[src/sv/sam_pkg.sv]
// shared types and constants for the sorted array merge block
`default_nettype none

package sam_pkg;

  // store capacities
  localparam int FIRST_DEPTH  = 32;
  localparam int SECOND_DEPTH = 32;

  // count widths hold 0 .. depth
  localparam int FIRST_CW  = $clog2(FIRST_DEPTH + 1);
  localparam int SECOND_CW = $clog2(SECOND_DEPTH + 1);

  localparam int VALUE_W = 32;

  typedef logic signed [VALUE_W-1:0] value_t;

  // vacancy marker of the first sequence
  localparam value_t VACANT = '1;

  // controls from the sequencer to both cell chains
  typedef struct packed {
    logic                 load_first;
    logic                 load_second;
    logic                 pop_first;
    logic                 pop_second;
    logic [FIRST_CW-1:0]  first_count;
    logic [SECOND_CW-1:0] second_count;
  } chain_ctrl_t;

endpackage

`default_nettype wire

[src/sv/sam_cell.sv]
// one storage cell of an element chain: load from the input or take the neighbor's value
`default_nettype none

module sam_cell (
  input  wire logic            clk,
  input  wire logic            load_en,
  input  wire logic            shift_en,
  input  wire sam_pkg::value_t load_data,
  input  wire sam_pkg::value_t next_data,
  output sam_pkg::value_t      data
);
  import sam_pkg::*;

  // payload only, no reset
  always_ff @(posedge clk) begin
    if (load_en) begin
      data <= load_data;
    end else if (shift_en) begin
      data <= next_data;
    end
  end

endmodule

`default_nettype wire

[src/sv/sam_ctrl.sv]
// load and merge sequencer with counts, overflow flag and output register
`default_nettype none

module sam_ctrl (
  input  wire logic                 clk,
  input  wire logic                 rst,
  // input words
  input  wire logic                 s_axis_tvalid,
  output logic                      s_axis_tready,
  input  wire sam_pkg::value_t      in_value,
  input  wire logic                 in_from_second,
  input  wire logic                 in_end_of_load,
  // chain heads
  input  wire sam_pkg::value_t      first_head,
  input  wire sam_pkg::value_t      second_head,
  output sam_pkg::chain_ctrl_t      ctl,
  // result words
  output logic                      m_axis_tvalid,
  input  wire logic                 m_axis_tready,
  output sam_pkg::value_t           out_value,
  output logic                      out_last,
  output logic                      out_empty,
  output logic                      out_overflowed
);
  import sam_pkg::*;

  localparam logic ST_LOAD = 1'b0;
  localparam logic ST_EMIT = 1'b1;

  logic                 state;
  logic                 state_next;
  logic [FIRST_CW-1:0]  first_count;
  logic [FIRST_CW-1:0]  first_count_next;
  logic [SECOND_CW-1:0] second_count;
  logic [SECOND_CW-1:0] second_count_next;
  logic                 overflow_seen;
  logic                 overflow_seen_next;

  logic accept;
  logic keep_first;
  logic first_full;
  logic second_full;
  logic load_first;
  logic load_second;
  logic ovf_set;
  logic step;
  logic first_any;
  logic second_any;
  logic take_first;
  logic pop_first;
  logic pop_second;
  logic done_run;

  // load side
  assign s_axis_tready = (state == ST_LOAD);
  assign accept        = s_axis_tvalid && s_axis_tready;
  assign keep_first    = !in_from_second && (in_value != VACANT);
  assign first_full    = (first_count == FIRST_CW'(FIRST_DEPTH));
  assign second_full   = (second_count == SECOND_CW'(SECOND_DEPTH));
  assign load_first    = accept && keep_first && !first_full;
  assign load_second   = accept && in_from_second && !second_full;
  assign ovf_set       = accept && ((keep_first && first_full) ||
                                    (in_from_second && second_full));

  // merge side: one word per step, ties go to the first sequence
  assign step       = (state == ST_EMIT) && (!m_axis_tvalid || m_axis_tready);
  assign first_any  = (first_count != '0);
  assign second_any = (second_count != '0);
  assign take_first = first_any && (!second_any || (first_head <= second_head));
  assign pop_first  = step && take_first;
  assign pop_second = step && !take_first && second_any;
  // at most one element left means this word ends the run
  assign done_run   = step && ((FIRST_CW + 1)'(first_count) +
                               (FIRST_CW + 1)'(second_count) <= (FIRST_CW + 1)'(1));

  // next state of counts, flag and sequencer
  always_comb begin
    first_count_next   = first_count;
    second_count_next  = second_count;
    overflow_seen_next = overflow_seen;
    state_next         = state;
    if (load_first) begin
      first_count_next = first_count + FIRST_CW'(1);
    end
    if (load_second) begin
      second_count_next = second_count + SECOND_CW'(1);
    end
    if (ovf_set) begin
      overflow_seen_next = 1'b1;
    end
    if (pop_first) begin
      first_count_next = first_count - FIRST_CW'(1);
    end
    if (pop_second) begin
      second_count_next = second_count - SECOND_CW'(1);
    end
    if (accept && in_end_of_load) begin
      state_next = ST_EMIT;
    end
    if (done_run) begin
      first_count_next   = '0;
      second_count_next  = '0;
      overflow_seen_next = 1'b0;
      state_next         = ST_LOAD;
    end
  end

  always_ff @(posedge clk) begin
    if (rst) begin
      state         <= ST_LOAD;
      first_count   <= '0;
      second_count  <= '0;
      overflow_seen <= 1'b0;
    end else begin
      state         <= state_next;
      first_count   <= first_count_next;
      second_count  <= second_count_next;
      overflow_seen <= overflow_seen_next;
    end
  end

  // output register valid
  always_ff @(posedge clk) begin
    if (rst) begin
      m_axis_tvalid <= 1'b0;
    end else if (step) begin
      m_axis_tvalid <= 1'b1;
    end else if (m_axis_tready) begin
      m_axis_tvalid <= 1'b0;
    end
  end

  // output register payload
  always_ff @(posedge clk) begin
    if (step) begin
      out_value      <= take_first ? first_head : (second_any ? second_head : '0);
      out_last       <= done_run;
      out_empty      <= !first_any && !second_any;
      out_overflowed <= overflow_seen;
    end
  end

  // chain controls
  always_comb begin
    ctl.load_first   = load_first;
    ctl.load_second  = load_second;
    ctl.pop_first    = pop_first;
    ctl.pop_second   = pop_second;
    ctl.first_count  = first_count;
    ctl.second_count = second_count;
  end

endmodule

`default_nettype wire

[src/sv/sorted_array_merge.sv]
// top level: two element chains of cells and the merge sequencer
//
//  channel  | dir | tdata                  | tlast        | tuser
//  s_axis   | in  | [31:0] value           | end_of_load  | [0] from_second
//  m_axis   | out | [31:0] merged_value    | is_last      | [0] is_empty, [1] overflowed
//
// loading takes one word per cycle while no merge runs; each element goes into the cell at its store's fill count
// the word with tlast starts the merge: one result word per stored element, or one empty word
// a merge step pops the head cell of one chain and every cell of that chain takes its neighbor's value
// s_axis_tready is low while the merge runs; a full output register stalls the merge
// rst is synchronous and clears counts, overflow flag, sequencer and output valid
`default_nettype none

module sorted_array_merge (
  input  wire logic        clk,
  input  wire logic        rst,
  input  wire logic        s_axis_tvalid,
  output logic             s_axis_tready,
  input  wire logic [31:0] s_axis_tdata,   // [31:0] value
  input  wire logic        s_axis_tlast,   // end_of_load
  input  wire logic        s_axis_tuser,   // [0] from_second
  output logic             m_axis_tvalid,
  input  wire logic        m_axis_tready,
  output logic [31:0]      m_axis_tdata,   // [31:0] merged_value
  output logic             m_axis_tlast,   // is_last
  output logic [1:0]       m_axis_tuser    // [0] is_empty, [1] overflowed
);
  import sam_pkg::*;

  chain_ctrl_t ctl;
  value_t      in_value;
  value_t      out_value;
  value_t      first_cells  [FIRST_DEPTH];
  value_t      second_cells [SECOND_DEPTH];
  logic        out_empty;
  logic        out_overflowed;
  logic        out_last_w;

  assign in_value = value_t'(s_axis_tdata);

  // first sequence chain, head at cell 0
  for (genvar k = 0; k < FIRST_DEPTH; k++) begin : g_first
    value_t nbr;
    if (k == FIRST_DEPTH - 1) begin : g_end
      assign nbr = '0;
    end else begin : g_mid
      assign nbr = first_cells[k+1];
    end
    sam_cell u_cell (
      .clk       (clk),
      .load_en   (ctl.load_first && (ctl.first_count == FIRST_CW'(k))),
      .shift_en  (ctl.pop_first),
      .load_data (in_value),
      .next_data (nbr),
      .data      (first_cells[k])
    );
  end

  // second sequence chain, head at cell 0
  for (genvar k = 0; k < SECOND_DEPTH; k++) begin : g_second
    value_t nbr;
    if (k == SECOND_DEPTH - 1) begin : g_end
      assign nbr = '0;
    end else begin : g_mid
      assign nbr = second_cells[k+1];
    end
    sam_cell u_cell (
      .clk       (clk),
      .load_en   (ctl.load_second && (ctl.second_count == SECOND_CW'(k))),
      .shift_en  (ctl.pop_second),
      .load_data (in_value),
      .next_data (nbr),
      .data      (second_cells[k])
    );
  end

  // sequencer and output register
  sam_ctrl u_ctrl (
    .clk            (clk),
    .rst            (rst),
    .s_axis_tvalid  (s_axis_tvalid),
    .s_axis_tready  (s_axis_tready),
    .in_value       (in_value),
    .in_from_second (s_axis_tuser),
    .in_end_of_load (s_axis_tlast),
    .first_head     (first_cells[0]),
    .second_head    (second_cells[0]),
    .ctl            (ctl),
    .m_axis_tvalid  (m_axis_tvalid),
    .m_axis_tready  (m_axis_tready),
    .out_value      (out_value),
    .out_last       (out_last_w),
    .out_empty      (out_empty),
    .out_overflowed (out_overflowed)
  );

  assign m_axis_tdata = 32'(out_value);
  assign m_axis_tlast = out_last_w;
  assign m_axis_tuser = {out_overflowed, out_empty};

  // fill counts never pass store capacity
  a_count_range: assert property (@(posedge clk) disable iff (rst)
    (ctl.first_count <= FIRST_CW'(FIRST_DEPTH)) &&
    (ctl.second_count <= SECOND_CW'(SECOND_DEPTH)))
    else $error("fill count beyond capacity");

  // an empty word is always the last of its run
  a_empty_last: assert property (@(posedge clk) disable iff (rst)
    m_axis_tvalid && m_axis_tuser[0] |-> m_axis_tlast)
    else $error("empty word without last mark");

  // a chain only shifts while no words are being loaded
  a_no_pop_on_load: assert property (@(posedge clk) disable iff (rst)
    (ctl.pop_first || ctl.pop_second) |-> !s_axis_tready && !ctl.load_first && !ctl.load_second)
    else $error("merge step during load");

  // a new last word leaves both stores empty and the load side open
  a_run_clears: assert property (@(posedge clk) disable iff (rst)
    $rose(m_axis_tvalid) && m_axis_tlast |->
      (ctl.first_count == '0) && (ctl.second_count == '0) && s_axis_tready)
    else $error("run ended with stored elements");

endmodule

`default_nettype wire

[config.mk]
export PLATFORM = sky130hd
export DESIGN_NAME = sorted_array_merge
export DESIGN_NICKNAME = d
export VERILOG_FILES = /design/src/sv/sam_pkg.sv /design/src/sv/sam_cell.sv /design/src/sv/sam_ctrl.sv /design/src/sv/sorted_array_merge.sv
export SDC_FILE = /design/constraint.sdc
export NUM_CORES = 2
export LEC_CHECK = 0
export ABC_CLOCK_PERIOD_IN_PS = 13600
export BUFFER_PORTS_ARGS = -buffer_cell sky130_fd_sc_hd__buf_2
export CORE_MARGIN = 1.5
export CORE_UTILIZATION = 42
export DETAILED_ROUTE_END_ITERATION = 8
export PLACE_DENSITY = 0.54
export SKIP_LAST_GASP = 1
export SYNTH_ARGS = -nofsm -noshare
export SYNTH_HDL_FRONTEND = slang
export SYNTH_SLANG_ARGS = --single-unit
[constraint.sdc]
create_clock -name clk -period 13.6 [get_ports clk]
set_clock_uncertainty 0.2 [all_clocks]
set_input_delay 0.68 -clock clk [delete_from_list [all_inputs] [get_ports clk]]
set_output_delay 0.68 -clock clk [all_outputs]
set_load 0.005 [all_outputs]
==> results.cfg <==
[clock_network]
cts-buffers-inserted = 221
worstSkewPairLatency_ns = 0.86
clock_path_buffers = 3
post_cts_buffers = 0
numClockSinks = 2098
cts.clk_slew.worst_paths_ns = 0.06
cts_max_level = 4
root_buffer = clkbuf_16
cts_tree = done

[place]
dp_cells = 7649
gp_congestion = 0.762
place_area_mm2 = 0.0934
place_hpwl_mm = 110
port_buffers = 74

[timing]
slew_headroom = 0.237
rsz0062_at_grt = no
hold_viol_final = 0
layout_min_cycle_time_ns = 4.86
fmax_mhz = 206
period_share = 0.358
maxSlewViolCount = 0
timing.setup.tns_ns = 0
finalSetupViolCount = 0
worst_slew_pin_slew_ns = 1.14

[worst_setup_path]
cp-end-kind = flop
crit_required_ns = 13.72
crit_type = reg -> reg
arrival_ns = 4.98
path_max_fanout = 35
start_kind = flop

[grt]
grt_usage = 0.181
grt_pass1_wl_mm = 300
grt_pass1_vias = 45400
antenna_found_initial = 10
grt_max_degree = 66
grt.overflow.total = 0

[die]
fp.dieW_um = 467
fp-row-count = 170
start_util = 0.422
pin_count = 75
dieArea_mm2 = 0.218
core_area_mm2 = 0.214
dieHeight_um = 467

[drt]
viasPerCell = 5.36
drt-total-wl_mm = 197
first_pass_iters = 5
wl_per_cell_um = 24.5
top_layer = met4
wl_met3_mm = 6.75
detailroute.wirelength.met2_mm = 98.3
drt-met1-wl_mm = 87.2
drc = 0
vias = 43300
drtIter0Drc = 3326
drtAntennaViolNets = 0

[layout]
fin_cells = 8065
area_delta_synth_final_pct = 11.2
post-route-util = 0.469
drive_above_1_share = 0.482
fin_area_mm2 = 0.100
nFillCells = 18000
fin_nets = 5125

[logic_synthesis]
post-synth-top-count-cell = edfxtp_1
synthFlopType = edfxtp_1
synth_fp_nets = 5174
synth_cell_types = 58
syn_area_mm2 = 0.0903
synth_commonest_cells = edfxtp_1, mux2_2, clkbuf_1, nand2_1, buf_2
yosysWarningCount = 0
synth_area_per_cell_um2 = 17.8
async_reset_ff_frac = 0
ys_seq_area_frac = 0.696
ys_top_cells_by_area = edfxtp_1, mux2_2, clkbuf_1, nand2_1, ha_1
synth_edf_count = 2083
ys_ff_latch = 2098
synth_cells = 5087
synth_top_area_share = 0.692
synth_largest_area_cell = edfxtp_1

[run_status]
status = complete, no violations

[power_and_ir_drop]
power_leakage_nw = 33.7
ir_drop_mv = 0.142
power_mw = 19.2
pwr_density_cell_mw_per_mm2 = 191

[hold_path]
hold_class = in -> reg

[flow_run]
maxCapViolCount = 0
[cell families (layout without fill, tap and decap cells)]
group	Yosys count	count (layout)	synth area share
other	0	3	0
muxes	1987	1987	0.248
and+or+nand+nor	352	352	0.0195
adders and majority gates	49	49	0.00687
xor gates and xnor gates	5	5	0.000485
buffers and inverters	507	644	0.0230
AOI/OAI and AO/OA	89	89	0.00680
DFF	2098	2098	0.696
[critical path, stage by stage, from the launching register on]
cell	delay (ns)
edfxtp_1	0.39
ha_1	0.57
nand4_2	0.22
nor4_2	0.44
nor3b_1	0.62
nor4_2	0.09
o21a_2	0.32
o21ai_4	0.14
buf_4	0.54
nand2_2	0.77
[state kept, by name, indices dropped and copies added, names as in the netlist]
name and cells:
g_first.u_cell.data 1024, u_ctrl.out_overflowed 1, u_ctrl.out_value 32, u_ctrl.first_count 6, u_ctrl.second_count 6, u_ctrl.state 1, u_ctrl.out_empty 1, u_ctrl.overflow_seen 1
u_ctrl.out_last 1, u_ctrl.m_axis_tvalid 1, g_second.u_cell.data 1024
[repair_timing]
| item | 4_1_cts | 5_1_grt |
|---|---|---|
| hold buffers | 4 | 0 |
| resized for setup | 0 | 0 |
| endpoints found under the hold margin | 2 | 0 |
| setup endpoints to repair | 0 | 0 |
[power breakdown]
part	leakage, nW	internal, mW	total (mW)	switching [mW]
Sequential	19.0	9.51	9.97	0.454
Clock	3.40	3.34	5.87	2.52
Combinational	11.3	1.31	3.38	2.07
[cells in the final DEF, fill, tap and decap left out, types with 10 or more instances in the layout]
cell,count
nand3_1,12
nor3_1,15
and3_1,66
nor2_1,19
bufinv_16,16
clkbuf_16,226
buf_4,148
dfxtp_1,15
buf_2,42
and2_1,10
a21oi_1,25
inv_1,40
clkinv_1,63
ha_1,48
o31ai_1,31
mux2_2,1984
clkinv_2,36
nand2_1,135
nand4_1,19
clkbuf_1,54
edfxtp_1,2083
nand2_2,35
[path summary, 6_finish.rpt]
check	endpoint	cells after the start	from	slack [ns]
worst max-delay path	g_second[4].u_cell.data[30]	9	g_first[0].u_cell.data[31]	8.74
worst min-delay path	u_ctrl.second_count[1]	5	s_axis_tuser	0.22
worst max register to register	g_second[4].u_cell.data[30]	9	g_first[0].u_cell.data[31]	8.74
worst min register to register	u_ctrl.out_overflowed	0	u_ctrl.overflow_seen	0.29
[metal layers]
layer | track usage | vias to the layer above
li1 | - | 19700
met1 | 0.241 | 22600
met2 | 0.309 | 710
met3 | 0.0248 | 291
met4 | 0.0513 | 0
met5 | 0 | -
[through the flow]
| stage | setup WS [ns] | hold WS [ns] |
|---|---|---|
| detailed placement | 7.76 | 0.291 |
| global placement | 7.76 | 0.286 |
| finish | 8.74 | 0.216 |
| global route | 8.49 | 0.192 |
| CTS | 8.70 | 0.140 |
| floorplan | 9.26 | 0.209 |
[area by class of cell]
cell class	instances	area [µm²]	area share
Clock buffer	281	5870	0.0585
Multi-Input combinational cell	2482	25500	0.254
Timing Repair Buffer	194	1360	0.0136
Sequential cell	2098	62900	0.626
Inverter	41	154	0.00153
Clock inverter	128	1110	0.0111
Antenna cell	3	7.51	0.0000748
Tap cell	2838	3550	0.0354
(Power assumes the default switching activity.)
